File: src/jte_pkg.sv
// shared constants, codes and controller/datapath interface types for the token emitter
package jte_pkg;

   // nesting stack size and index width
   localparam int MAX_DEPTH  = 128;
   localparam int DEPTH_W    = $clog2(MAX_DEPTH);
   // decimal digits needed for the magnitude of a 64-bit signed value
   localparam int NUM_DIGITS = 19;
   localparam int DIGIT_W    = $clog2(NUM_DIGITS);
   localparam int NUM_W      = 64;
   localparam int STEP_W     = $clog2(NUM_W);
   // longest byte run for one non-integer token
   localparam int BUF_LEN    = 6;
   localparam int BUF_W      = $clog2(BUF_LEN + 1);

   // token operation codes
   localparam logic [3:0] OP_START      = 4'd0;
   localparam logic [3:0] OP_INT        = 4'd1;
   localparam logic [3:0] OP_LITERAL    = 4'd2;
   localparam logic [3:0] OP_STR_BEGIN  = 4'd3;
   localparam logic [3:0] OP_STR_BYTE   = 4'd4;
   localparam logic [3:0] OP_STR_END    = 4'd5;
   localparam logic [3:0] OP_OPEN_OBJ   = 4'd6;
   localparam logic [3:0] OP_OPEN_ARR   = 4'd7;
   localparam logic [3:0] OP_CLOSE      = 4'd8;

   // literal kinds
   localparam logic [1:0] LIT_TRUE  = 2'd0;
   localparam logic [1:0] LIT_FALSE = 2'd1;

   // per-level states
   localparam logic [2:0] LV_START     = 3'd0;
   localparam logic [2:0] LV_MAP_START = 3'd1;
   localparam logic [2:0] LV_MAP_KEY   = 3'd2;
   localparam logic [2:0] LV_MAP_VAL   = 3'd3;
   localparam logic [2:0] LV_ARR_START = 3'd4;
   localparam logic [2:0] LV_IN_ARR    = 3'd5;
   localparam logic [2:0] LV_COMPLETE  = 3'd6;

   // status codes
   localparam logic [2:0] ST_OK          = 3'd0;
   localparam logic [2:0] ST_KEY_STRING  = 3'd1;
   localparam logic [2:0] ST_DEPTH       = 3'd2;
   localparam logic [2:0] ST_BAD_CLOSE   = 3'd3;
   localparam logic [2:0] ST_AFTER_DONE  = 3'd4;
   localparam logic [2:0] ST_STR_ORDER   = 3'd5;

   // controller states
   typedef enum logic [5:0] {
      S_IDLE = 6'b000001,
      S_EVAL = 6'b000010,
      S_CONV = 6'b000100,
      S_POP  = 6'b001000,
      S_EMIT = 6'b010000,
      S_DIG  = 6'b100000
   } state_type;

   // controller to datapath commands
   typedef struct packed {
      logic load;
      logic eval;
      logic conv_step;
      logic pop;
      logic emit_buf;
      logic emit_mark;
      logic skip_dig;
      logic emit_dig;
   } cmd_type;

   // datapath to controller status
   typedef struct packed {
      logic num_go;
      logic pop_go;
      logic conv_done;
      logic buf_empty;
      logic buf_final;
      logic num_mode;
      logic dig_skip;
      logic dig_last;
      logic out_ready;
   } sts_type;

endpackage

File: src/jte_ctrl.sv
// sequencing state machine of the token emitter
module jte_ctrl (
   input  logic             clock,
   input  logic             reset,
   input  logic             req_valid,
   output logic             req_stall,
   input  jte_pkg::sts_type sts,
   output jte_pkg::cmd_type cmd
);

   jte_pkg::state_type state_ff, state_in;

   // state register
   always_ff @(posedge clock) begin
      if (reset) begin
         state_ff <= jte_pkg::S_IDLE;
      end else begin
         state_ff <= state_in;
      end
   end

   // next state and commands
   always_comb begin
      state_in = state_ff;
      cmd      = '0;
      case (state_ff)
         jte_pkg::S_IDLE: begin
            if (req_valid) begin
               cmd.load = 1'b1;
               state_in = jte_pkg::S_EVAL;
            end
         end
         jte_pkg::S_EVAL: begin
            cmd.eval = 1'b1;
            if (sts.num_go) begin
               state_in = jte_pkg::S_CONV;
            end else if (sts.pop_go) begin
               state_in = jte_pkg::S_POP;
            end else begin
               state_in = jte_pkg::S_EMIT;
            end
         end
         jte_pkg::S_CONV: begin
            cmd.conv_step = 1'b1;
            if (sts.conv_done) begin
               state_in = jte_pkg::S_EMIT;
            end
         end
         jte_pkg::S_POP: begin
            cmd.pop  = 1'b1;
            state_in = jte_pkg::S_EMIT;
         end
         jte_pkg::S_EMIT: begin
            if (sts.buf_empty) begin
               if (sts.num_mode) begin
                  state_in = jte_pkg::S_DIG;
               end else if (sts.out_ready) begin
                  cmd.emit_mark = 1'b1;
                  state_in      = jte_pkg::S_IDLE;
               end
            end else if (sts.out_ready) begin
               cmd.emit_buf = 1'b1;
               if (sts.buf_final && !sts.num_mode) begin
                  state_in = jte_pkg::S_IDLE;
               end
            end
         end
         jte_pkg::S_DIG: begin
            if (sts.dig_skip) begin
               cmd.skip_dig = 1'b1;
            end else if (sts.out_ready) begin
               cmd.emit_dig = 1'b1;
               if (sts.dig_last) begin
                  state_in = jte_pkg::S_IDLE;
               end
            end
         end
         default: begin
            state_in = jte_pkg::S_IDLE;
         end
      endcase
   end

   // input side takes a transfer only when idle
   assign req_stall = (state_ff != jte_pkg::S_IDLE);

endmodule

File: src/jte_datapath.sv
// item registers, level stack, byte buffer, decimal converter and result register
module jte_datapath (
   input  logic             clock,
   input  logic             reset,
   input  logic [3:0]       req_operation,
   input  logic [63:0]      req_number_value,
   input  logic [7:0]       req_data_byte,
   input  logic [1:0]       req_literal_kind,
   input  jte_pkg::cmd_type cmd,
   output jte_pkg::sts_type sts,
   output logic             rsp_valid,
   input  logic             rsp_stall,
   output logic [7:0]       rsp_out_byte,
   output logic             rsp_byte_valid,
   output logic             rsp_last_of_item,
   output logic [2:0]       rsp_status
);

   // hex digit character
   function automatic logic [7:0] hex_chr(input logic [3:0] d);
      hex_chr = (d < 4'd10) ? (8'h30 + {4'd0, d}) : (8'h37 + {4'd0, d});
   endfunction

   // level state after a value completes
   function automatic logic [2:0] advance(input logic [2:0] s);
      case (s)
         jte_pkg::LV_START:     advance = jte_pkg::LV_COMPLETE;
         jte_pkg::LV_MAP_START: advance = jte_pkg::LV_MAP_VAL;
         jte_pkg::LV_MAP_KEY:   advance = jte_pkg::LV_MAP_VAL;
         jte_pkg::LV_ARR_START: advance = jte_pkg::LV_IN_ARR;
         jte_pkg::LV_MAP_VAL:   advance = jte_pkg::LV_MAP_KEY;
         default:               advance = s;
      endcase
   endfunction

   // latched item
   logic [3:0]  op_ff;
   logic [63:0] num_ff;
   logic [7:0]  byte_ff;
   logic [1:0]  kind_ff;

   // document state
   logic [2:0]                   top_ff;
   logic [jte_pkg::DEPTH_W-1:0]  depth_ff;
   logic                         instr_ff;
   logic                         err_ff;
   logic [2:0]                   code_ff;

   // saved level states below the top
   logic [2:0] stk_mem [jte_pkg::MAX_DEPTH];
   logic [2:0] rd_ff;
   logic       mem_we;

   // byte buffer and marker
   logic [7:0]                  buf_ff [jte_pkg::BUF_LEN];
   logic [jte_pkg::BUF_W-1:0]   cnt_ff;
   logic [2:0]                  mark_ff;

   // decimal conversion
   logic                         num_mode_ff;
   logic [jte_pkg::NUM_W-1:0]    bin_ff;
   logic [3:0]                   bcd_ff [jte_pkg::NUM_DIGITS];
   logic [3:0]                   adj    [jte_pkg::NUM_DIGITS];
   logic [jte_pkg::STEP_W-1:0]   ctr_ff;
   logic [jte_pkg::DIGIT_W-1:0]  dptr_ff;
   logic                         started_ff;
   logic [3:0]                   dig_cur;

   // result register
   logic       out_valid_ff;
   logic [7:0] out_byte_ff;
   logic       out_bv_ff;
   logic       out_last_ff;
   logic [2:0] out_st_ff;
   logic       out_ready;

   // evaluation of the latched token
   logic [2:0]                err;
   logic [7:0]                body   [jte_pkg::BUF_LEN];
   logic [jte_pkg::BUF_W-1:0] blen;
   logic [7:0]                buf_new [jte_pkg::BUF_LEN];
   logic [jte_pkg::BUF_W-1:0] len_new;
   logic                      use_sep;
   logic                      key_wait;
   logic                      ok_go;
   logic [jte_pkg::NUM_W-1:0] mag;

   always_comb begin
      err      = jte_pkg::ST_OK;
      blen     = '0;
      use_sep  = 1'b0;
      key_wait = (top_ff == jte_pkg::LV_MAP_START) || (top_ff == jte_pkg::LV_MAP_KEY);
      for (int i = 0; i < jte_pkg::BUF_LEN; i++) begin
         body[i] = 8'h00;
      end
      case (op_ff)
         jte_pkg::OP_INT, jte_pkg::OP_LITERAL, jte_pkg::OP_STR_BEGIN,
         jte_pkg::OP_OPEN_OBJ, jte_pkg::OP_OPEN_ARR: begin
            if (instr_ff) begin
               err = jte_pkg::ST_STR_ORDER;
            end else if (top_ff == jte_pkg::LV_COMPLETE) begin
               err = jte_pkg::ST_AFTER_DONE;
            end else if (key_wait && op_ff != jte_pkg::OP_STR_BEGIN) begin
               err = jte_pkg::ST_KEY_STRING;
            end else if ((op_ff == jte_pkg::OP_OPEN_OBJ || op_ff == jte_pkg::OP_OPEN_ARR)
                         && depth_ff == jte_pkg::DEPTH_W'(jte_pkg::MAX_DEPTH - 1)) begin
               err = jte_pkg::ST_DEPTH;
            end
            use_sep = (top_ff == jte_pkg::LV_MAP_KEY) || (top_ff == jte_pkg::LV_IN_ARR)
                      || (top_ff == jte_pkg::LV_MAP_VAL);
            case (op_ff)
               jte_pkg::OP_INT: begin
                  if (num_ff[63]) begin
                     body[0] = 8'h2D;
                     blen    = jte_pkg::BUF_W'(1);
                  end
               end
               jte_pkg::OP_LITERAL: begin
                  case (kind_ff)
                     jte_pkg::LIT_TRUE: begin
                        body[0] = 8'h74; body[1] = 8'h72; body[2] = 8'h75; body[3] = 8'h65;
                        blen = jte_pkg::BUF_W'(4);
                     end
                     jte_pkg::LIT_FALSE: begin
                        body[0] = 8'h66; body[1] = 8'h61; body[2] = 8'h6C; body[3] = 8'h73;
                        body[4] = 8'h65;
                        blen = jte_pkg::BUF_W'(5);
                     end
                     default: begin
                        body[0] = 8'h6E; body[1] = 8'h75; body[2] = 8'h6C; body[3] = 8'h6C;
                        blen = jte_pkg::BUF_W'(4);
                     end
                  endcase
               end
               jte_pkg::OP_STR_BEGIN: begin
                  body[0] = 8'h22;
                  blen    = jte_pkg::BUF_W'(1);
               end
               jte_pkg::OP_OPEN_OBJ: begin
                  body[0] = 8'h7B;
                  blen    = jte_pkg::BUF_W'(1);
               end
               default: begin
                  body[0] = 8'h5B;
                  blen    = jte_pkg::BUF_W'(1);
               end
            endcase
         end
         jte_pkg::OP_STR_BYTE: begin
            if (!instr_ff) begin
               err = jte_pkg::ST_STR_ORDER;
            end
            body[0] = 8'h5C;
            blen    = jte_pkg::BUF_W'(2);
            case (byte_ff)
               8'h0D:   body[1] = 8'h72;
               8'h0A:   body[1] = 8'h6E;
               8'h5C:   body[1] = 8'h5C;
               8'h22:   body[1] = 8'h22;
               8'h0C:   body[1] = 8'h66;
               8'h08:   body[1] = 8'h62;
               8'h09:   body[1] = 8'h74;
               default: begin
                  if (byte_ff < 8'd32) begin
                     body[1] = 8'h75; body[2] = 8'h30; body[3] = 8'h30;
                     body[4] = hex_chr(byte_ff[7:4]);
                     body[5] = hex_chr(byte_ff[3:0]);
                     blen    = jte_pkg::BUF_W'(6);
                  end else begin
                     body[0] = byte_ff;
                     blen    = jte_pkg::BUF_W'(1);
                  end
               end
            endcase
         end
         jte_pkg::OP_STR_END: begin
            if (!instr_ff) begin
               err = jte_pkg::ST_STR_ORDER;
            end
            body[0] = 8'h22;
            blen    = jte_pkg::BUF_W'(1);
         end
         jte_pkg::OP_CLOSE: begin
            blen = jte_pkg::BUF_W'(1);
            if (instr_ff) begin
               err = jte_pkg::ST_STR_ORDER;
            end else if (depth_ff == '0) begin
               err = jte_pkg::ST_BAD_CLOSE;
            end else if (key_wait) begin
               body[0] = 8'h7D;
            end else if (top_ff == jte_pkg::LV_ARR_START || top_ff == jte_pkg::LV_IN_ARR) begin
               body[0] = 8'h5D;
            end else begin
               err = jte_pkg::ST_BAD_CLOSE;
            end
         end
         default: begin
         end
      endcase
      // separator goes in front of the body
      if (use_sep) begin
         buf_new[0] = (top_ff == jte_pkg::LV_MAP_VAL) ? 8'h3A : 8'h2C;
         for (int i = 1; i < jte_pkg::BUF_LEN; i++) begin
            buf_new[i] = body[i-1];
         end
         len_new = blen + jte_pkg::BUF_W'(1);
      end else begin
         for (int i = 0; i < jte_pkg::BUF_LEN; i++) begin
            buf_new[i] = body[i];
         end
         len_new = blen;
      end
   end

   assign ok_go = (op_ff != jte_pkg::OP_START) && !err_ff && (err == jte_pkg::ST_OK);
   assign mag   = num_ff[63] ? (64'd0 - num_ff) : num_ff;

   // level stack memory, one write and one registered read
   assign mem_we = cmd.eval && ok_go
                   && (op_ff == jte_pkg::OP_OPEN_OBJ || op_ff == jte_pkg::OP_OPEN_ARR);

   always_ff @(posedge clock) begin
      if (mem_we) begin
         stk_mem[depth_ff] <= top_ff;
      end
      rd_ff <= stk_mem[depth_ff - 1'b1];
   end

   // item capture on an input transfer
   always_ff @(posedge clock) begin
      if (cmd.load) begin
         op_ff   <= req_operation;
         num_ff  <= req_number_value;
         byte_ff <= req_data_byte;
         kind_ff <= req_literal_kind;
      end
   end

   // document state and buffer control
   always_ff @(posedge clock) begin
      if (reset) begin
         top_ff      <= jte_pkg::LV_START;
         depth_ff    <= '0;
         instr_ff    <= 1'b0;
         err_ff      <= 1'b0;
         code_ff     <= jte_pkg::ST_OK;
         cnt_ff      <= '0;
         mark_ff     <= jte_pkg::ST_OK;
         num_mode_ff <= 1'b0;
      end else if (cmd.eval) begin
         num_mode_ff <= 1'b0;
         cnt_ff      <= '0;
         mark_ff     <= jte_pkg::ST_OK;
         if (op_ff == jte_pkg::OP_START) begin
            top_ff   <= jte_pkg::LV_START;
            depth_ff <= '0;
            instr_ff <= 1'b0;
            err_ff   <= 1'b0;
            code_ff  <= jte_pkg::ST_OK;
         end else if (err_ff) begin
            mark_ff <= code_ff;
         end else if (err != jte_pkg::ST_OK) begin
            err_ff  <= 1'b1;
            code_ff <= err;
            mark_ff <= err;
         end else begin
            cnt_ff      <= len_new;
            num_mode_ff <= (op_ff == jte_pkg::OP_INT);
            case (op_ff)
               jte_pkg::OP_INT, jte_pkg::OP_LITERAL: top_ff <= advance(top_ff);
               jte_pkg::OP_STR_BEGIN: instr_ff <= 1'b1;
               jte_pkg::OP_STR_END: begin
                  instr_ff <= 1'b0;
                  top_ff   <= advance(top_ff);
               end
               jte_pkg::OP_OPEN_OBJ: begin
                  depth_ff <= depth_ff + 1'b1;
                  top_ff   <= jte_pkg::LV_MAP_START;
               end
               jte_pkg::OP_OPEN_ARR: begin
                  depth_ff <= depth_ff + 1'b1;
                  top_ff   <= jte_pkg::LV_ARR_START;
               end
               default: begin
               end
            endcase
         end
      end else if (cmd.pop) begin
         top_ff   <= advance(rd_ff);
         depth_ff <= depth_ff - 1'b1;
      end else if (cmd.emit_buf) begin
         cnt_ff <= cnt_ff - 1'b1;
      end
   end

   // buffer contents shift toward the head as bytes go out
   always_ff @(posedge clock) begin
      if (cmd.eval) begin
         buf_ff <= buf_new;
      end else if (cmd.emit_buf) begin
         for (int i = 0; i < jte_pkg::BUF_LEN - 1; i++) begin
            buf_ff[i] <= buf_ff[i+1];
         end
      end
   end

   // shift-and-add-three binary to decimal
   always_comb begin
      for (int k = 0; k < jte_pkg::NUM_DIGITS; k++) begin
         adj[k] = (bcd_ff[k] >= 4'd5) ? (bcd_ff[k] + 4'd3) : bcd_ff[k];
      end
   end

   always_ff @(posedge clock) begin
      if (cmd.eval) begin
         bin_ff     <= mag;
         ctr_ff     <= '0;
         dptr_ff    <= jte_pkg::DIGIT_W'(jte_pkg::NUM_DIGITS - 1);
         started_ff <= 1'b0;
         for (int k = 0; k < jte_pkg::NUM_DIGITS; k++) begin
            bcd_ff[k] <= 4'd0;
         end
      end else if (cmd.conv_step) begin
         bin_ff <= {bin_ff[jte_pkg::NUM_W-2:0], 1'b0};
         ctr_ff <= ctr_ff + 1'b1;
         bcd_ff[0] <= {adj[0][2:0], bin_ff[jte_pkg::NUM_W-1]};
         for (int k = 1; k < jte_pkg::NUM_DIGITS; k++) begin
            bcd_ff[k] <= {adj[k][2:0], adj[k-1][3]};
         end
      end else if (cmd.skip_dig || cmd.emit_dig) begin
         dptr_ff    <= dptr_ff - 1'b1;
         started_ff <= started_ff | cmd.emit_dig;
      end
   end

   assign dig_cur = bcd_ff[dptr_ff];

   // result register
   assign out_ready = !out_valid_ff || !rsp_stall;

   always_ff @(posedge clock) begin
      if (reset) begin
         out_valid_ff <= 1'b0;
      end else if (cmd.emit_buf || cmd.emit_mark || cmd.emit_dig) begin
         out_valid_ff <= 1'b1;
      end else if (!rsp_stall) begin
         out_valid_ff <= 1'b0;
      end
   end

   always_ff @(posedge clock) begin
      if (cmd.emit_buf) begin
         out_byte_ff <= buf_ff[0];
         out_bv_ff   <= 1'b1;
         out_last_ff <= (cnt_ff == jte_pkg::BUF_W'(1)) && !num_mode_ff;
         out_st_ff   <= jte_pkg::ST_OK;
      end else if (cmd.emit_mark) begin
         out_byte_ff <= 8'h00;
         out_bv_ff   <= 1'b0;
         out_last_ff <= 1'b1;
         out_st_ff   <= mark_ff;
      end else if (cmd.emit_dig) begin
         out_byte_ff <= {4'h3, dig_cur};
         out_bv_ff   <= 1'b1;
         out_last_ff <= (dptr_ff == '0);
         out_st_ff   <= jte_pkg::ST_OK;
      end
   end

   // status toward the controller
   always_comb begin
      sts.num_go    = ok_go && (op_ff == jte_pkg::OP_INT);
      sts.pop_go    = ok_go && (op_ff == jte_pkg::OP_CLOSE);
      sts.conv_done = (ctr_ff == jte_pkg::STEP_W'(jte_pkg::NUM_W - 1));
      sts.buf_empty = (cnt_ff == '0);
      sts.buf_final = (cnt_ff == jte_pkg::BUF_W'(1));
      sts.num_mode  = num_mode_ff;
      sts.dig_skip  = !started_ff && (dig_cur == 4'd0) && (dptr_ff != '0);
      sts.dig_last  = (dptr_ff == '0);
      sts.out_ready = out_ready;
   end

   assign rsp_valid        = out_valid_ff;
   assign rsp_out_byte     = out_byte_ff;
   assign rsp_byte_valid   = out_bv_ff;
   assign rsp_last_of_item = out_last_ff;
   assign rsp_status       = out_st_ff;

endmodule

File: src/json_token_emitter.sv
// top level of the JSON token emitter
//
// Tokens arrive on the req_ channel (operation, number, string byte, literal
// kind) and JSON text leaves on the rsp_ channel, one byte per transfer, with
// rsp_last_of_item on the final transfer of each token. A token that makes no
// text (start document, an error, an unknown code) gives one marker transfer
// with rsp_byte_valid low and the status code. Errors stay latched until the
// next start-document token.
// One token is worked at a time: req_stall is high from the transfer until
// its last result is loaded into the output register. A token passes the
// load and evaluate states, a close also the pop state (level stack memory
// read), then its output bytes leave one per cycle while the receiver does
// not stall. An integer runs a shift-and-add-three conversion over all 64
// bits of its magnitude, sends its separator and sign bytes, then walks the
// 19 digit positions and skips leading zeros.
// Reset returns to an empty document with no error; the stack memory needs no
// clearing pass. While the receiver stalls, the held result stays on the
// rsp_ ports and the sequencer waits before loading its next result.
module json_token_emitter (
   input  logic        clock,
   input  logic        reset,
   input  logic        req_valid,
   output logic        req_stall,
   input  logic [3:0]  req_operation,
   input  logic [63:0] req_number_value,
   input  logic [7:0]  req_data_byte,
   input  logic [1:0]  req_literal_kind,
   output logic        rsp_valid,
   input  logic        rsp_stall,
   output logic [7:0]  rsp_out_byte,
   output logic        rsp_byte_valid,
   output logic        rsp_last_of_item,
   output logic [2:0]  rsp_status
);

   jte_pkg::cmd_type cmd;
   jte_pkg::sts_type sts;

   // sequencer
   jte_ctrl u_ctrl (
      .clock     (clock),
      .reset     (reset),
      .req_valid (req_valid),
      .req_stall (req_stall),
      .sts       (sts),
      .cmd       (cmd)
   );

   // datapath
   jte_datapath u_dp (
      .clock            (clock),
      .reset            (reset),
      .req_operation    (req_operation),
      .req_number_value (req_number_value),
      .req_data_byte    (req_data_byte),
      .req_literal_kind (req_literal_kind),
      .cmd              (cmd),
      .sts              (sts),
      .rsp_valid        (rsp_valid),
      .rsp_stall        (rsp_stall),
      .rsp_out_byte     (rsp_out_byte),
      .rsp_byte_valid   (rsp_byte_valid),
      .rsp_last_of_item (rsp_last_of_item),
      .rsp_status       (rsp_status)
   );

endmodule
File: config.mk
export PLATFORM = sky130hd
export DESIGN_NAME = json_token_emitter
export DESIGN_NICKNAME = d
export VERILOG_FILES = /design/src/jte_pkg.sv /design/src/jte_ctrl.sv /design/src/jte_datapath.sv /design/src/json_token_emitter.sv
export SDC_FILE = /design/constraint.sdc
export NUM_CORES = 1
export LEC_CHECK = 0
export BUFFER_PORTS_ARGS = -buffer_cell sky130_fd_sc_hd__buf_2
export CAP_MARGIN = 20
export CORE_AREA = 2 2 168 335
export DETAILED_ROUTE_END_ITERATION = 16
export DIE_AREA = 0 0 170 337
export PLACE_DENSITY = 0.88
export SLEW_MARGIN = 5
export SYNTH_ARGS = -nofsm -noshare
export SYNTH_HDL_FRONTEND = slang
export SYNTH_SLANG_ARGS = --single-unit
File: constraint.sdc
create_clock -name clock -period 5.8 [get_ports clock]
set_clock_uncertainty 0.1 [all_clocks]
set_input_delay 1.16 -clock clock [delete_from_list [all_inputs] [get_ports clock]]
set_output_delay 1.16 -clock clock [all_outputs]
set_load 0.05 [all_outputs]
==> reports/results.tsv <==
metric	value	unit
status	completed	
share of layout cells above drive strength 1	14.46	%
final setup vio count	0	
num rows	122	
# fillers	3715	
Leak	12.05	nW
worst-path cell chain	inv_1 > ha_4 > or4b_2 > o211ai_1 > and2_1 > nor3_1 > nand3_1 > or4_1 > nor2_1	
CTS buffer count	57	
clock slew at reported path FFs	0.07	ns
Buf/Inv on CP	1	
DP HPWL	44980	um
cell taking the most area after synthesis	edfxtp_1	
cell count after synthesis	2465	
fin crit share	79.57	%
final instance area	35710	um2
H-tree Lvls	2	
Synth area leaders	edfxtp_1 60%, mux4_2 8.0%, nor2_1 3.5%, dfxtp_1 3.3%, nand2_1 2.5%	
Layout area overhead	9.734	%
Sum Neg Setup Slack	0	ns
Slew Limit Fails	0	
worst slew pin tran	1.244	ns
vias	20960	
type of the worst min-delay path	reg -> reg	
RSZ-0062 raised after global routing	false	
Synth warnings	0	
Worst slew margin	16.88	%
Mapped Area	32550	um2
Clock Latency Late Sink	0.65	ns
post-route ant nets	0	
post-synth top area share	60.43	%
dominant synthesized flop cell	edfxtp_1	
crit path time final	4.615	ns
Max Clk Rate	216.7	MHz
Final Hold Viols	0	
Worst EP required	6.02	ns
GR Util All Layers	25.62	%
total die area	57290	um2
number of DRC markers in iteration 0	2751	
worst-path maximum fanout	52	
Critical Path AT	4.83	ns
PwrDens	366.8	nW/um2
kind of critical path	reg -> reg	
gpl congestion	0.8782	
Ports	97	
Final #Nets	2653	
crit-path leading delay family	simple AND/OR/NAND/NOR gates	
Sink Count	708	
Max clock buf depth	3	
Seq/Total Area, Yosys	63.69	%
grt total ovfl	0	
Hold Buf Count CTS	0	
core area	54950	um2
Residual DRC	0	
vias in the first global route	20690	
DR vias/cell	6.450	
Die Height	337	um
Die X	170	um
Distinct cells, synth	76	
placed instance area	33680	um2
post-CTS setup buffers	0	
Seq cells post-synth	708	
Port Buffer Count	96	
Max-Cap Viols	0	
CTS tree	done	
Resized Gates After CTS	0	
EDFF count, synth	655	
first-pass GRT wire length	114000	um
synthesized net count	2601	
DRT Wirelength	72260	um
ys async rst share	0	%
peak supply drop	0.3236	mV
Initial Util	59.23	%
Worst setup SP type	register	
largest net degree at the start of global routing	114	
initial antenna violation count	1	
DRT Pass-1 Iters	6	
mean routed wirelength per cell	22.24	um
slowest stage delay, CP	1.02	ns
per-instance average area after synthesis	13.20	um2
capturing element type of the critical path	register	
root buffer cell	clkbuf_16	
Slowest-stage cell, CP	or4_1	
==> flip-flops by register name (all words and copies together), names as in the netlist, 2 cells and up, named ones only <==
register,cells
u_dp.ctr_ff,6
u_dp.bcd_ff,76
u_dp.op_ff,4
u_dp.rd_ff,3
u_dp.kind_ff,2
u_dp.dptr_ff,5
u_dp.bin_ff,64
u_dp.mark_ff,3
u_dp.code_ff,3
u_dp.rsp_status,3
u_dp.cnt_ff,3
u_dp.num_ff,64
u_ctrl.state_ff,6
u_dp.byte_ff,8
u_dp.depth_ff,7
u_dp.stk_mem,384
u_dp.buf_ff,44
u_dp.rsp_out_byte,8
u_dp.top_ff,3
==> per-stage QoR <==
stage                     worst slack [ns]  instances  total power, W  hold slack [ns]  utilization, %
after floorplan                     0.4653       2465        0.008303           0.3226               -
after global placement               1.475       3139        0.008811           0.3394           61.28
after global routing                0.8703       3249         0.01359           0.3924           64.99
after detailed placement             1.278       3140        0.008934           0.3418           61.29
after CTS                            1.240       3248         0.01311           0.3532           64.99
final                                1.185       3249         0.01310           0.3551           64.99
==> cells in the mapped netlist, drive strengths merged, types with 6 or more instances <==
cell    count
mux4      116
mux2i      42
a21oi     146
inv        61
nor4       16
edfxtp    655
a21o        9
o31ai      33
a221oi      6
nor2b      43
xor2       68
or3        18
o211ai      9
xnor2      30
nor3b      21
clkbuf     99
or4        24
nand3      36
nand2b     28
o41ai      10
nor3       26
nand2     214
o21ai     161
a31oi      12
or2        11
dfxtp      53
ha         54
nand4      15
buf        29
and2        7
a211oi     33
nor2      302
==> worst register-to-register path, delay by kind of cell, from the launching register on <==
kind	cells	cell delay, ns
and+or+nand+nor	6	2.46
DFF	1	0.98
buffers and inverters	1	0.31
adders and majority gates	1	0.30
AOI/OAI and AO/OA	1	0.16
==> metal layers <==
layer | up-vias | part of all wire [%] | GRT usage [%]
met1 | 10280 | 37 | 33.47
li1 | 9402 | - | -
met2 | 1078 | 51 | 43.68
met3 | 200 | 8.0 | 3.345
met4 | 0 | 4.1 | 10.31
met5 | - | 0 | 0
==> layout by cell type, fill, tap and decap left out, types with 29 or more instances in the layout <==
| cell type | n |
|---|---|
| o31ai_1 | 31 |
| clkbuf_16 | 59 |
| edfxtp_1 | 655 |
| nor2b_1 | 43 |
| mux2i_1 | 42 |
| ha_1 | 53 |
| xor2_1 | 67 |
| nor2_1 | 301 |
| buf_2 | 96 |
| dfxtp_1 | 49 |
| mux4_2 | 116 |
| nand3_1 | 36 |
| inv_1 | 61 |
| o21ai_0 | 151 |
| a211oi_1 | 33 |
| xnor2_1 | 29 |
| nand2_1 | 212 |
| a21oi_1 | 146 |
==> logic make-up after synthesis <==
family | synth area share (%)
adders and majority gates | 2.076
DFF | 63.69
and+or+nand+nor | 11.21
muxes | 9.492
xor gates and xnor gates | 2.637
buffers and inverters | 2.199
other | 0.01152
AOI/OAI and AO/OA | 8.684
==> area by class of cell <==
class	count	area (um2)	area share, %
Antenna cell	1	2.502	0.007007
Clock buffer	71	1582	4.428
Clock inverter	37	450.4	1.261
Inverter	62	232.7	0.6516
Multi-Input combinational cell	1567	11170	31.27
Sequential cell	708	20740	58.09
Tap cell	682	853.3	2.389
Timing Repair Buffer	121	680.7	1.906
==> power by group <==
| part | leakage [nW] | internal, W | switching, W |
|---|---|---|---|
| clock | 0.983 | 0.00235 | 0.00185 |
| sequential | 6.48 | 0.00613 | 0.000444 |
| combinational | 4.59 | 0.000885 | 0.00144 |
==> path summary, 6_finish.rpt <==
| path | startpoint | endpoint | slack (ns) | cells after the start |
|---|---|---|---|---|
| worst max register to register | u_dp.depth_ff[0] | u_dp.stk_mem[27][0] | 1.18 | 9 |
| worst min register to register | u_dp.started_ff | u_dp.started_ff | 0.36 | 2 |
| worst min-delay path | u_dp.started_ff | u_dp.started_ff | 0.36 | 2 |
| worst max-delay path | u_dp.depth_ff[0] | u_dp.stk_mem[27][0] | 1.18 | 9 |
Note: power is estimated with default switching activity, not from simulation.
